--- config.mk ---
export PLATFORM = sky130hd
export DESIGN_NAME = ipb_cell
export DESIGN_NICKNAME = d
export VERILOG_FILES = /design/src/ipb_pkg.sv /design/src/ipb_cell.sv
export SDC_FILE = /design/constraint.sdc
export NUM_CORES = 1
export LEC_CHECK = 0
export BUFFER_PORTS_ARGS = -buffer_cell sky130_fd_sc_hd__clkbuf_2
export CELL_PAD_IN_SITES_DETAIL_PLACEMENT = 1
export CELL_PAD_IN_SITES_GLOBAL_PLACEMENT = 1
export CORE_MARGIN = 3
export CORE_UTILIZATION = 32
export DETAILED_ROUTE_END_ITERATION = 16
export PLACE_DENSITY = 0.85
export SYNTH_ARGS = -nofsm -noshare
export SYNTH_HDL_FRONTEND = slang
export SYNTH_SLANG_ARGS = --single-unit
--- constraint.sdc ---
create_clock -name clk -period 2.5 [get_ports clk]
set_input_delay 0.125 -clock clk [delete_from_list [all_inputs] [get_ports clk]]
set_output_delay 0.125 -clock clk [all_outputs]
set_load 0.01 [all_outputs]
--- src/ipb_pkg.sv ---
// Shared widths and defaults for the indexed palette builder.
package ipb_pkg;

  localparam int RGB_W              = 24;
  localparam int IDX_OUT_W          = 8;
  localparam int COUNT_W            = 9;
  localparam int BITS_W             = 4;
  localparam int MAX_INDEX_BITS_DEF = 8;
  localparam int RESET_WIDTH_BITS   = 1;

endpackage

--- src/ipb_cell.sv ---
// One palette slot: holds a colour, compares it with the incoming pixel.
module ipb_cell
  import ipb_pkg::*;
#(
  parameter int SLOT = 0
) (
  input  logic               clk,
  input  logic               cmp_en,
  input  logic [RGB_W-1:0]   cmp_key,
  input  logic               wr_en,
  input  logic [RGB_W-1:0]   wr_key,
  input  logic [COUNT_W-1:0] count,
  input  logic               prev_occ,
  output logic               occ,
  output logic               match_r
);
  localparam logic [COUNT_W-1:0] SLOT_NUM = COUNT_W'(SLOT);

  logic [RGB_W-1:0] color_r;

  // slot in use while below the fill count; passed on to the next cell
  assign occ = (count > SLOT_NUM);

  // first free slot after an occupied neighbour takes the new colour
  always_ff @(posedge clk) begin
    if (wr_en && prev_occ && !occ) begin
      color_r <= wr_key;
    end
  end

  // registered hit flag for the pixel just taken
  always_ff @(posedge clk) begin
    if (cmp_en) begin
      match_r <= occ && (color_r == cmp_key);
    end
  end
endmodule

### After elaboration in Yosys (flattened, before gate mapping)

Index checks and enable logic that the tools add are counted.

| word-level totals | value |
|---|---|
| register bits after elaboration | 25 |
| latch bits | 0 |
| memory bits (writable) | 0 |
| bits in read-only memories | 0 |
| output and inout bits | 2 |
| word-level logic and storage cells | 8 |
| memories kept | 0 |

| operators by class | value |
|---|---|
| add/sub/neg operators | 0 |
| $mul | 0 |
| divide/modulo/power cells | 0 |
| $lt $le $gt $ge | 1 |
| equality and inequality tests | 1 |
| shift-type cells | 0 |
| multiplexer cells | 0 |
| bitwise logic cells | 0 |
| reduce and logical (&&, ||, !) cells | 4 |

Operators by type and width:

| kind | number |
|---|---|
| equality test 24 bit | 1 |
| greater-than comparator 9 x 1 -> 1 bit (second input constant) | 1 |
| logical AND 1 bit | 3 |
| logical NOT 1 bit | 1 |

### Depth between registers and ports, before layout

| depth | value |
|---|---|
| depth after elaboration | 3 |
| depth in mapped cells | 4 |
| depth with buffers taken out | 4 |

### Worst setup path before layout

OpenSTA, ideal clock, no wires.

| path | value |
|---|---|
| kind | in2reg |
| start point | input count[5] |
| end point | register color_r[0], enable pin |
| setup time | 0.405 ns |
| arrival time | 1.661 ns |
| required time | 2.095 ns |
| path slack | 0.434 ns |
| stages on the path | 3 |
| path through | nor4_1 > nand3_1 > nor2_1 |

| between the ends | value |
|---|---|
| word-level cells in the longest chain between the ends | 3 |

Ends and longest elaborated chain:

| element | RTL line | source |
|---|---|---|
| start, declared | ipb_cell.sv:12 | `input logic [COUNT_W-1:0] count,` |
| greater-than comparator 9 x 1 -> 1 bit | ipb_cell.sv:22 | `assign occ = (count > SLOT_NUM);` |
| named net occ | ipb_cell.sv:14 | `output logic occ,` |
| logical NOT 1 bit | ipb_cell.sv:26 | `if (wr_en && prev_occ && !occ) begin` |
| logical AND 1 bit | ipb_cell.sv:26 |  |
| end signal, assigned | ipb_cell.sv:27 | `color_r <= wr_key;` |
| end, declared | ipb_cell.sv:19 | `logic [RGB_W-1:0] color_r;` |

The timed path passes the listed nets, and every way through them passes these cells.
A chain may end at the register's enable or synchronous reset.

### Final worst setup path

| path | value |
|---|---|
| start point | register color_r[17] |
| end point | register match_r (data pin) |

| between the ends | value |
|---|---|
| word-level cells in the longest chain between the ends | 2 |

Ends and longest elaborated chain:

| element | RTL line | source |
|---|---|---|
| equality test 24 bit | ipb_cell.sv:34 | `match_r <= occ && (color_r == cmp_key);` |
| logical AND 1 bit | ipb_cell.sv:34 |  |
| end signal, assigned | ipb_cell.sv:34 |  |
| end, declared | ipb_cell.sv:15 | `output logic match_r` |

No other way between the ends.

==> flow_metrics.tcl <==
set metrics [dict create \
    status "complete, no violations" \
    route.detailed.drc 0 \
    grt_pass1_wl_um 4440 \
    ys_seq_elements 25 \
    dieHeight_um 63.7 \
    setup_viol 0 \
    cts_tree "yes" \
    place_inst 171 \
    ant_nets 0 \
    max_cap_viol_count 0 \
    overflow 0 \
    relSlewSlack 0.766 \
    drt_pass1_iterations 4 \
    worst_hold_slack_ps 9.34 \
    grt_antenna_before_repair 0 \
    gp_congestion 0.763 \
    grt_util_all_layers 0.147 \
    dp_hpwl_um 2080 \
    clock-sinks 25 \
    initial_utilization 0.344 \
    post_cts_buffers 0 \
    via_per_inst 4.29 \
    total_power_uw 743 \
    slew_violations 0 \
    skew_ps 13.2 \
    synth_nets 125 \
    grt_max_degree 25 \
    finalHoldViolCount 0 \
    max_freq_mhz 742 \
    clock_path_buffers 2 \
    num_rows 20 \
    drive_gt1_frac 0.458 \
    worst_setup_path_end_kind "register" \
    ctsResizeCount 0 \
    crit_fanout 1 \
    hold_class "input pin to register" \
    area_growth_pct 60.2 \
    pin_count 63 \
    syn_inst 64 \
    min_period_ps 1350 \
    num_vias 853 \
    cts-htree-levels 1 \
    fin_cells 199 \
    ctsHoldBuffers 24 \
    ys_seq_area_frac 0.704 \
    synth_cell_type_count 9 \
    coreArea_mm2 0.00310 \
    synth-edff-count 25 \
    drt-initial-drc-count 10 \
    power_density_mw_per_mm2 435 \
    p_leak_nw 0.719 \
    fin_setup_tns_ps 0 \
    worstSkewPairLatency_ps 320 \
    ys_top_cells_by_count "25 x edfxtp_1, 24 x xor2_1, 4 x nor4_2" \
    cts-root-buf "clkbuf_4" \
    wl_um 2810 \
    postSynth.topFlopCell "edfxtp_1" \
    finish.utilization 0.550 \
    min_period_over_period 0.539 \
    wl_per_cell_um 14.1 \
    arrival_ps 1530 \
    path_class "register to register" \
    clk_pin_slew_ps 140 \
    start_kind "register" \
    grt_pass1_vias 998 \
    synthTopCellsByArea "edfxtp_1 70%, xor2_1 20%, nor4_2 4.7%" \
    max_slew.worst_pin.slew_ps 348 \
    fill_cells 344 \
    die_width_um 63.7 \
    die-area_mm2 0.00406 \
    rsz0062_at_grt "no" \
    n_antenna_cell 0 \
    yosys.area.top_type "edfxtp_1" \
    synth_top_area_share 0.704 \
    syn_area_per_cell_um2 16.7 \
    worstPathRequired_ps 2690 \
    synth.yosys.warnings 0 \
    synth_most_common_cell "edfxtp_1" \
    numCtsBuffers 3 \
    layout.nets 217 \
    async_reset_ff_frac 0 \
    irDropWorstVdd_mv 0.255 \
    io_buffers 62 \
    synth_area_mm2 0.00107 \
]
[sequential cells by signal (all words and copies together), names as in the netlist]
signal	cells
match_r	1
color_r	24
[cell usage in the layout, fill, tap and decap left out]
cell and instances:
nor2_2 1, nor4_1 3, nand4_1 1, nor3_1 1, nand3_1 2, edfxtp_1 25, xor2_1 24, dlygate4sd3_1 24
nand2_1 1, buf_4 1, nor4_2 4, nor2_1 2, clkbuf_1 1, clkbuf_4 3, clkbuf_2 62
[metal layers]
metal,part of all wire,track usage,up-vias
li1,-,-,418
met1,0.31,0.133,398
met2,0.62,0.310,33
met3,0.055,0.0285,4
met4,0.015,0.0512,0
met5,0,0,-
[report_power, final]
group / internal [mW] / switching, mW / total, mW
Combinational: 0.0684 / 0.0340 / 0.102
Clock: 0.0624 / 0.117 / 0.180
Sequential: 0.461 / 0.000326 / 0.461
[worst paths after layout]
check / slack, ps / cells past startpoint / start / end
worst max register to register: 1150 / 4 / color_r[17] / match_r
worst min-delay path: 9 / 1 / cmp_en / match_r
worst min register to register: 850 / 4 / color_r[9] / match_r
worst max-delay path: 1150 / 4 / color_r[17] / match_r
[critical path, cell delays in order, from the launching register on]
cell,delay (ps)
edfxtp_1,420
xor2_1,160
nor4_2,330
nand4_1,150
nor2_1,150
[cell type report]
class                   instances  area, µm²  area share
multi-input cells              39        318       0.186
repair buffers                 87        558       0.327
clock buffers                   4       26.3      0.0154
well taps                      44       55.1      0.0322
flip-flops and latches         25        751       0.440
[cell families after synthesis]
family | Yosys count | synth area share
flip-flops | 25 | 0.704
XOR/XNOR | 24 | 0.197
AND/OR/NAND/NOR | 15 | 0.0986
[through the flow]
step | instance area [µm²] | worst slack (ps)
2_1_floorplan | 1070 | 434
3_3_place_gp | 1440 | 1140
3_5_place_dp | 1440 | 1040
4_1_cts | 1710 | 1120
5_1_grt | 1710 | 1090
6_report | 1710 | 1150
(Power assumes the default switching activity.)
