**config.mk**
```make
export PLATFORM = sky130hd
export DESIGN_NAME = ipb_encoder
export DESIGN_NICKNAME = d
export VERILOG_FILES = /design/src/ipb_pkg.sv /design/src/ipb_encoder.sv
export SDC_FILE = /design/constraint.sdc
export NUM_CORES = 1
export LEC_CHECK = 0
export BUFFER_PORTS_ARGS = -buffer_cell sky130_fd_sc_hd__buf_2
export CORE_AREA = 2 2 103 105
export DETAILED_ROUTE_END_ITERATION = 7
export DIE_AREA = 0 0 105 107
export PLACE_DENSITY = 0.6
export SYNTH_ARGS = -nofsm -noshare
export SYNTH_HDL_FRONTEND = slang
export SYNTH_SLANG_ARGS = --single-unit
```
**constraint.sdc**
```tcl
create_clock -name vclk -period 2.15
set_clock_uncertainty 0.2 [all_clocks]
set_input_delay 0.215 -clock vclk [all_inputs]
set_output_delay 0.215 -clock vclk [all_outputs]
set_load 0.005 [all_outputs]
```
**src/ipb_pkg.sv**
```systemverilog
// Shared widths and defaults for the indexed palette builder.
package ipb_pkg;

  localparam int RGB_W              = 24;
  localparam int IDX_OUT_W          = 8;
  localparam int COUNT_W            = 9;
  localparam int BITS_W             = 4;
  localparam int MAX_INDEX_BITS_DEF = 8;
  localparam int RESET_WIDTH_BITS   = 1;

endpackage

```
**src/ipb_encoder.sv**
```systemverilog
// Turns the row's hit flags into a found flag and a slot number.
module ipb_encoder
  import ipb_pkg::*;
#(
  parameter int DEPTH = 256,
  parameter int IDX_W = 8
) (
  input  logic [DEPTH-1:0] match,
  output logic             hit,
  output logic [IDX_W-1:0] index
);
  // colours are distinct, so at most one flag is set: OR the slot numbers
  always_comb begin
    index = '0;
    for (int i = 0; i < DEPTH; i++) begin
      if (match[i]) begin
        index = index | IDX_W'(i);
      end
    end
  end

  assign hit = |match;
endmodule
```
Word level (Yosys, flattened, before mapping)
Cells that the tools add are included.
Cells by class
  multiplexer cells: 255
  reductions and logical operators: 1
Operators by type and width (number)
  two-way mux 8 bit: 128
  two-way mux 7 bit: 64
  OR reduction 256 bit: 1
  two-way mux 6 bit: 32
  two-way mux 5 bit: 16
  two-way mux 4 bit: 8
  two-way mux 3 bit: 4
  two-way mux 2 bit: 2
  two-way mux 1 bit: 1
Word-level totals
  bits in registers: 0
  bits of input ports: 256
  output and inout bits: 9
  word-level logic and storage cells: 256

Logic depth before layout (Yosys ltp)
Gate-level depths: netlist of the first run.
  depth after elaboration: 255
  depth in mapped cells: 5
  mapped depth without buffers: 5

Least setup slack after synthesis of the first run
Ideal clock, no wire load.
  path kind: input-to-output
  from: input match[156]
  to: output index[7]
  arrival time: 1474 ps
  required time: 1735 ps
  slack: 261 ps
  stages on the path: 5
  buffers on the path: 0
  cell sequence: nor4_2 nand3_1 or4_1 nor4_2 nand4_1
Between the ends
  cells in the longest elaborated chain, start to end: 100
Ends and longest elaborated chain
  start, declared: RTL line ipb_encoder.sv:8  | input logic [DEPTH-1:0] match,
  two-way mux 8 bit (100 in a row): RTL line ipb_encoder.sv:16  | if (match[i]) begin
  end, declared: RTL line ipb_encoder.sv:10  | output logic [IDX_W-1:0] index
Every way passes these cells.

Worst setup path after layout of the first run
  from: input match[40]
  to: output index[3]
Between the ends
  cells in the longest elaborated chain, start to end: 216
Ends and longest elaborated chain (RTL line)
  two-way mux 6 bit (24 in a row): ipb_encoder.sv:16
  two-way mux 7 bit (64 in a row): ipb_encoder.sv:16
  two-way mux 8 bit (128 in a row): ipb_encoder.sv:16
Every way passes these cells.

==> results of run 1 <==
==> kinds of logic after synthesis <==
kind of cell / synth area share [%]
simple gates: 100
==> stage by stage <==
| step | total power [mW] | setup TNS, ps | setup slack [ps] |
|---|---|---|---|
| after floorplan | 0.0596 | 0 | 261 |
| after global placement | 0.450 | -1710 | -325 |
| after detailed placement | 0.456 | -1950 | -347 |
| after CTS | 0.490 | -484 | -153 |
| after global routing | 0.547 | -736 | -184 |
| final | 0.514 | -292 | -92.7 |
==> layout make-up <==
type / instances / area [um2] / area share (%)
well taps: 136 / 170 / 4.57
multi-input cells: 236 / 1750 / 47.1
repair buffers: 324 / 1800 / 48.4
==> layer usage <==
| metal | routed length, um | global-route usage [%] | up-vias |
|---|---|---|---|
| met5 | 0 | 0 | - |
| met4 | 199 | 3.43 | 0 |
| met3 | 1030 | 2.31 | 18 |
| met2 | 7840 | 48.6 | 200 |
| met1 | 6150 | 31.1 | 1690 |
| li1 | - | - | 1737 |
==> path summary, 6_finish.rpt <==
| check | startpoint | to | slack [ps] | cells past startpoint |
|---|---|---|---|---|
| worst min-delay path | match[202] | index[1] | 570 | 4 |
| worst max-delay path | match[40] | index[3] | -90 | 8 |
==> cells in the mapped netlist, drive strengths merged <==
| cell | n |
|---|---|
| and3 | 2 |
| and2 | 1 |
| or4 | 4 |
| nor3 | 9 |
| nor2 | 28 |
| nor4b | 1 |
| nand2 | 11 |
| nor4 | 123 |
| nand3 | 23 |
| nand4 | 34 |
==> what timing repair did <==
action                     in CTS  in global routing
setup endpoints to repair       9                  9
setup buffers                   5                  2
hold buffers                    0                  0
gates resized for setup        38                 23
pin swaps                      16                  5
==> power by group <==
part           internal [mW]  leakage [nW]  switching (mW)
Sequential                 0             0               0
Clock                      0             0               0
Combinational          0.253          1.60           0.261
Total                  0.253          1.60           0.261
==> results.sh, run 1 <==
export IMPL_setup_viol=5
export IMPL_slew_headroom_pct=56.5
export IMPL_worstMarginPinSlew_ps=647
export IMPL_ys_seq_area_share_pct=0
export IMPL_endpoint_kind="output port"
export IMPL_setup_slack_ps=-92.7
export IMPL_regArea_um2=0
export IMPL_status="complete, but fails checks"
export IMPL_synth_top_cell_area_share_pct=53.2
export IMPL_grt_overflow_total=0
export IMPL_drive_above_1_share_pct=66.4
export IMPL_slew_viol_final=0
export IMPL_vias_per_cell=5.24
export IMPL_drt_iter0_drc=212
export IMPL_powerDensity_nw_per_um2=138
export IMPL_grt_pass1_wl_mm=21.7
export IMPL_n_antenna_cell=0
export IMPL_synth_cell_type_count=13
export IMPL_cpMaxStageDelayCell="or4_1"
export IMPL_clkbuf_count=0
export IMPL_design_area_um2=3730
export IMPL_final_cell_mix="261 x buf_2, 84 x nor4_1, 59 x buf_4"
export IMPL_n_sequential_cell=0
export IMPL_crit_family="simple AND/OR/NAND/NOR gates"
export IMPL_start_util_pct=13.7
export IMPL_cp_data_arrival_time_ps=1830
export IMPL_max_freq_ghz=0.446
export IMPL_die_area_um2=11200
export IMPL_crit_type="input port to output port"
export IMPL_ys_warn_count=0
export IMPL_gp_congestion=0.925
export IMPL_maxCapViolCount=0
export IMPL_drc_errors=0
export IMPL_die_h_um=107
export IMPL_syn_avg_cell_area_um2=5.87
export IMPL_layout_nets=818
export IMPL_placedCellCount=689
export IMPL_irDropWorstVdd_v=0.0000506
export IMPL_core_um2=10100
export IMPL_port_buffers=265
export IMPL_drtPass1Iterations=5
export IMPL_path_common_cell="buf_2"
export IMPL_final_core_util_pct=36.9
export IMPL_crit_fanout=2
export IMPL_area_delta_synth_final_pct=169
export IMPL_fill_cells=1154
export IMPL_grt_pass1_vias=3858
export IMPL_fin_cells=696
export IMPL_io_pins=265
export IMPL_die_w_um=105
export IMPL_synthTopCellsByArea="nor4_1 53%, nand4_1 15%, nand3_1 7.9%, nor2_1 7.6%, nor4_2 4.5%"
export IMPL_leakage_nw=1.60
export IMPL_hold_viol=0
export IMPL_cp_buffers_inverters=3
export IMPL_hold_ws_ps=568
export IMPL_finalCriticalPeriod_ps=2240
export IMPL_wl_per_cell_um=21.9
export IMPL_std_cell_rows=37
export IMPL_synth_fp_nets=492
export IMPL_syn_inst=236
export IMPL_place_area_um2=3270
export IMPL_grt_max_degree=4
export IMPL_cp_required_ps=1740
export IMPL_synth_area_um2=1390
export IMPL_violations="negative setup slack"
export IMPL_dp_hpwl_mm=13.9
export IMPL_path_cells="buf_2 > nor4_4 > buf_4 > nand2_1 > or4_1 > nor4_2 > nand4_1 > buf_2"
export IMPL_antenna_found_initial=0
export IMPL_grt_setup_unrepaired="true"
export IMPL_layout_commonest_cell="buf_2"
export IMPL_min_period_over_period_pct=104
export IMPL_final_antenna_net_count=0
export IMPL_cpPeakStageDelay_ps=580
export IMPL_vias=3645
export IMPL_hp_class="input port to output port"
export IMPL_grt_usage_pct=25.3
export IMPL_wl_mm=15.2
export IMPL_startpoint_type="input port"
export IMPL_synth_top_area_cell="nor4_1"
Power figures use the tool's default switching activity.
==> inputs of run 2 (changes only) <==
--- a/config.mk
+++ b/config.mk
@@ -9,7 +9,7 @@
 export CORE_AREA = 2 2 103 105
 export DETAILED_ROUTE_END_ITERATION = 7
 export DIE_AREA = 0 0 105 107
-export PLACE_DENSITY = 0.6
+export PLACE_DENSITY = 0.55
 export SYNTH_ARGS = -nofsm -noshare
 export SYNTH_HDL_FRONTEND = slang
 export SYNTH_SLANG_ARGS = --single-unit
==> run 2 against run 1 <==
Compared with the run above:
- total power rose by 0.56%
- critical path type unchanged
- sequential cell count is the same
- final cell count is 0.43% lower
- maximum frequency shrank 0.34%
- first-iteration DRC count is 10% lower
- via count is 0.38% lower
- the run still ends with negative setup slack left
- global-route usage is 0.51 points lower
- sequential share of layout area unchanged
- critical path depth did not move
- non-clock buffer count decreased by 3
==> results.sh, run 2 (synthesis results as in run 1) <==
export IMPL_status="complete, but fails checks"
export IMPL_violations="negative setup slack"
export IMPL_power_mw=0.517
export IMPL_hold_end="index[1]"
export IMPL_die_h_um=107
export IMPL_final_antenna_net_count=0
export IMPL_n_sequential_cell=0
export IMPL_setup_slack_ps=-100
export IMPL_wl_mm=15.0
export IMPL_crit_fanout=2
export IMPL_cpPeakStageDelay_ps=560
export IMPL_start_util_pct=13.7
export IMPL_path_common_cell="nor4_4"
export IMPL_fin_cells=693
export IMPL_core_um2=10100
export IMPL_fill_cells=1162
export IMPL_vias=3631
export IMPL_leakage_nw=1.58
export IMPL_port_buffers=265
export IMPL_top_usage_layer="met2"
export IMPL_die_area_um2=11200
export IMPL_setup_tns_final_ps=-182
export IMPL_grt_pass1_vias=3885
export IMPL_regArea_um2=0
export IMPL_vias_per_cell=5.24
export IMPL_grt_usage_pct=24.8
export IMPL_io_pins=265
export IMPL_endpoint_kind="output port"
export IMPL_ctsHoldBuffers=0
export IMPL_hp_start="match[202]"
export IMPL_wl_per_cell_um=21.7
export IMPL_crit_family="simple AND/OR/NAND/NOR gates"
export IMPL_cp_required_ps=1740
export IMPL_placedCellCount=686
export IMPL_drive_above_1_share_pct=66.8
export IMPL_grt_overflow_total=0
export IMPL_cp_depth=8
export IMPL_drt_iter0_drc=190
export IMPL_slew_headroom_pct=57.4
export IMPL_final_cell_mix="258 x buf_2, 83 x nor4_1, 56 x buf_4"
export IMPL_hold_depth=4
export IMPL_min_period_over_period_pct=105
export IMPL_hold_ws_ps=614
export IMPL_die_w_um=105
export IMPL_hold_viol=0
export IMPL_cpMaxStageDelayCell="or4_4"
export IMPL_std_cell_rows=37
export IMPL_cp_data_arrival_time_ps=1840
export IMPL_cp_buffers_inverters=3
export IMPL_layout_nets=815
export IMPL_n_antenna_cell=0
export IMPL_gp_congestion=0.908
export IMPL_worstMarginPinSlew_ps=634
export IMPL_slew_viol_final=0
export IMPL_drtPass1Iterations=4
export IMPL_grt_max_degree=4
export IMPL_met3_usage_pct=2.61
export IMPL_max_freq_ghz=0.444
export IMPL_finalCriticalPeriod_ps=2250
export IMPL_antenna_found_initial=0
export IMPL_grt_pass1_wl_mm=21.3
export IMPL_dp_hpwl_mm=13.7
export IMPL_startpoint_type="input port"
export IMPL_powerDensity_nw_per_um2=138
export IMPL_area_delta_synth_final_pct=170
export IMPL_clkbuf_count=0
export IMPL_setup_viol=4
export IMPL_met1_usage_pct=29.8
export IMPL_hp_class="input port to output port"
export IMPL_maxCapViolCount=0
export IMPL_irDropWorstVdd_v=0.0000560
export IMPL_drc_errors=0
export IMPL_pre_cts_ws_ps=-334
export IMPL_crit_type="input port to output port"
export IMPL_grt_setup_unrepaired="true"
export IMPL_path_cells="buf_6 > nor4_4 > buf_4 > nand2_2 > or4_4 > nor4_4 > nand4_1 > buf_2"
export IMPL_layout_commonest_cell="buf_2"
export IMPL_grt_use_met2_pct=48.5
==> run 2: cell types whose count changed in the layout (fill, tap and decap cells not counted), sizes merged <==
cell  change
buf       -3
==> run 2: what timing repair did <==
item | CTS | global route
pin swaps | 14 | 7
resized for setup | 40 | 30
endpoints found under the setup margin | 9 | 9
setup buffers | 5 | 2
==> run 2: tightest hold or removal path, delay by kind of cell <==
family	cells	cell delay, ps
AND/OR/NAND/NOR	2	160
buffers and inverters	2	230
==> run 2: cell type report <==
| type | count | area [um2] | share of cell area (%) |
|---|---|---|---|
| multi-input combinational | 236 | 1770 | 47.4 |
| tap | 136 | 170 | 4.55 |
| timing repair buffer | 321 | 1790 | 48.0 |
==> run 2: worst max path at each step <==
stage,to,from,slack (ps)
finish,index[3],match[40],-100
global route,index[3],match[40],-200
CTS,index[3],match[40],-180
detailed placement,index[3],match[41],-330
global placement,index[3],match[40],-340
floorplan,index[7],match[156],260
==> run 2: through the flow <==
step | cell area (um2) | util, %
finish | 3740 | 37.0
global route | 3740 | 37.0
CTS | 3550 | 35.1
detailed placement | 3250 | 32.2
global placement | 3250 | 32.2
floorplan | 1390 | -
==> run 2: metal layers <==
metal	vias to the layer above	part of all wire [%]
li1	1727	-
met1	1730	41
met2	166	53
met3	8	5.7
met4	0	0.63
met5	-	0
==> run 2: report_power, final <==
group          leakage [nW]  total (mW)  switching (mW)  internal [mW]
Sequential                0           0               0              0
Combinational          1.58       0.517           0.262          0.255
Clock                     0           0               0              0
Total                  1.58       0.517           0.262          0.255
==> inputs of run 3 (changes only) <==
--- a/config.mk
+++ b/config.mk
@@ -10,6 +10,7 @@
 export DETAILED_ROUTE_END_ITERATION = 7
 export DIE_AREA = 0 0 105 107
 export PLACE_DENSITY = 0.55
+export SKIP_LAST_GASP = 1
 export SYNTH_ARGS = -nofsm -noshare
 export SYNTH_HDL_FRONTEND = slang
 export SYNTH_SLANG_ARGS = --single-unit
==> run 3 against run 2 <==
Compared with the run above:
- the run still ends with negative setup slack left
- maximum frequency is 0.97% lower
- cell area is 1.0% lower
- final cell count stayed put
- combinational power is 2% lower
- via count hardly changed
- sequential share of layout area stayed put
- critical path depth stayed put
- die area stayed put
- sequential cell count stayed put
- clock-buffer cell count stayed put
- first-iteration DRC count is 21% higher
- critical endpoint unchanged
- highest routed layer unchanged
==> results.sh, run 3 (synthesis results as in run 1) <==
export IMPL_status="complete, but fails checks"
export IMPL_violations="negative setup slack"
export IMPL_power_mw=0.509
export IMPL_irDropWorstVdd_v=0.0000557
export IMPL_startpoint_type="input port"
export IMPL_std_cell_rows=37
export IMPL_finalCriticalPeriod_ps=2270
export IMPL_layout_commonest_cell="buf_2"
export IMPL_cp_required_ps=1740
export IMPL_setup_tns_final_ps=-200
export IMPL_slew_headroom_pct=57.4
export IMPL_vias_per_cell=5.24
export IMPL_io_pins=265
export IMPL_wl_per_cell_um=21.6
export IMPL_multi_input_area_um2=1750
export IMPL_cp_data_arrival_time_ps=1860
export IMPL_hp_class="input port to output port"
export IMPL_grt_pass1_wl_mm=21.3
export IMPL_fill_cells=1165
export IMPL_area_delta_synth_final_pct=167
export IMPL_drt_iter0_drc=229
export IMPL_crit_fanout=2
export IMPL_die_area_um2=11200
export IMPL_clkbuf_count=0
export IMPL_drive_above_1_share_pct=66.1
export IMPL_hold_viol=0
export IMPL_endpoint_kind="output port"
export IMPL_start_util_pct=13.7
export IMPL_drc_errors=0
export IMPL_grt_overflow_total=0
export IMPL_layout_nets=815
export IMPL_final_cell_mix="260 x buf_2, 84 x nor4_1, 56 x buf_4"
export IMPL_slew_viol_final=0
export IMPL_ctsHoldBuffers=0
export IMPL_die_w_um=105
export IMPL_antenna_found_initial=0
export IMPL_drtPass1Iterations=5
export IMPL_max_freq_ghz=0.440
export IMPL_port_buffers=265
export IMPL_hold_ws_ps=610
export IMPL_setup_slack_ps=-123
export IMPL_grt_max_degree=4
export IMPL_placedCellCount=686
export IMPL_powerDensity_nw_per_um2=138
export IMPL_n_sequential_cell=0
export IMPL_core_um2=10100
export IMPL_die_h_um=107
export IMPL_crit_type="input port to output port"
export IMPL_regArea_um2=0
export IMPL_maxCapViolCount=0
export IMPL_final_antenna_net_count=0
export IMPL_wl_mm=15.0
export IMPL_n_antenna_cell=0
export IMPL_setup_viol=3
export IMPL_min_period_over_period_pct=106
export IMPL_vias=3629
export IMPL_gp_congestion=0.908
export IMPL_dp_hpwl_mm=13.7
export IMPL_grt_usage_pct=24.7
export IMPL_pre_cts_ws_ps=-334
export IMPL_fin_cells=693
export IMPL_grt_setup_unrepaired="true"
export IMPL_grt_pass1_vias=3871
export IMPL_worstMarginPinSlew_ps=634
export IMPL_leakage_nw=1.57
## run 3: cell counts in the layout (fill, tap and decap cells not counted)
Identical to the previous run, type by type.
## run 3: stage by stage
step / area (um2) / utilization, %
finish: 3700 / 36.6
floorplan: 1390 / -
CTS: 3540 / 35.1
global route: 3700 / 36.6
detailed placement: 3250 / 32.2
global placement: 3250 / 32.2
## run 3: timing repair
action / 4_1_cts / 5_1_grt
gates resized for setup: 39 / 23
setup buffers: 5 / 2
pin swaps: 14 / 7
endpoints found under the setup margin: 9 / 9
hold endpoints to repair: 0 / 0
## run 3: worst max-delay path: stages
cell and delay (ps):
buf_2 120, nor4_4 260, buf_4 150, nand2_1 50, or4_4 560, nor4_4 140, nand4_1 170, buf_2 180
## run 3: path summary, 6_finish.rpt
kind	start	end	slack, ps	cells past startpoint
min	match[142]	index[7]	610	4
max	match[40]	index[3]	-120	8
## run 3: layer usage
layer / global-route usage (%) / up-vias / share of wire, % / wire [um]
met5: 0 / - / 0 / 0
met4: 2.76 / 0 / 0.93 / 139
met3: 2.61 / 10 / 6.0 / 895
met1: 29.9 / 1720 / 40 / 6030
met2: 48.2 / 174 / 53 / 7900
li1: - / 1725 / - / -
## run 3: power breakdown
part / switching, mW / total [mW] / internal [mW]
registers: 0 / 0 / 0
clock network: 0 / 0 / 0
logic: 0.257 / 0.509 / 0.251
## run 3: final cells by class
| type | instances | share of cell area, % |
|---|---|---|
| well taps | 136 | 4.60 |
| multi-input cells | 236 | 47.2 |
| repair buffers | 321 | 48.2 |
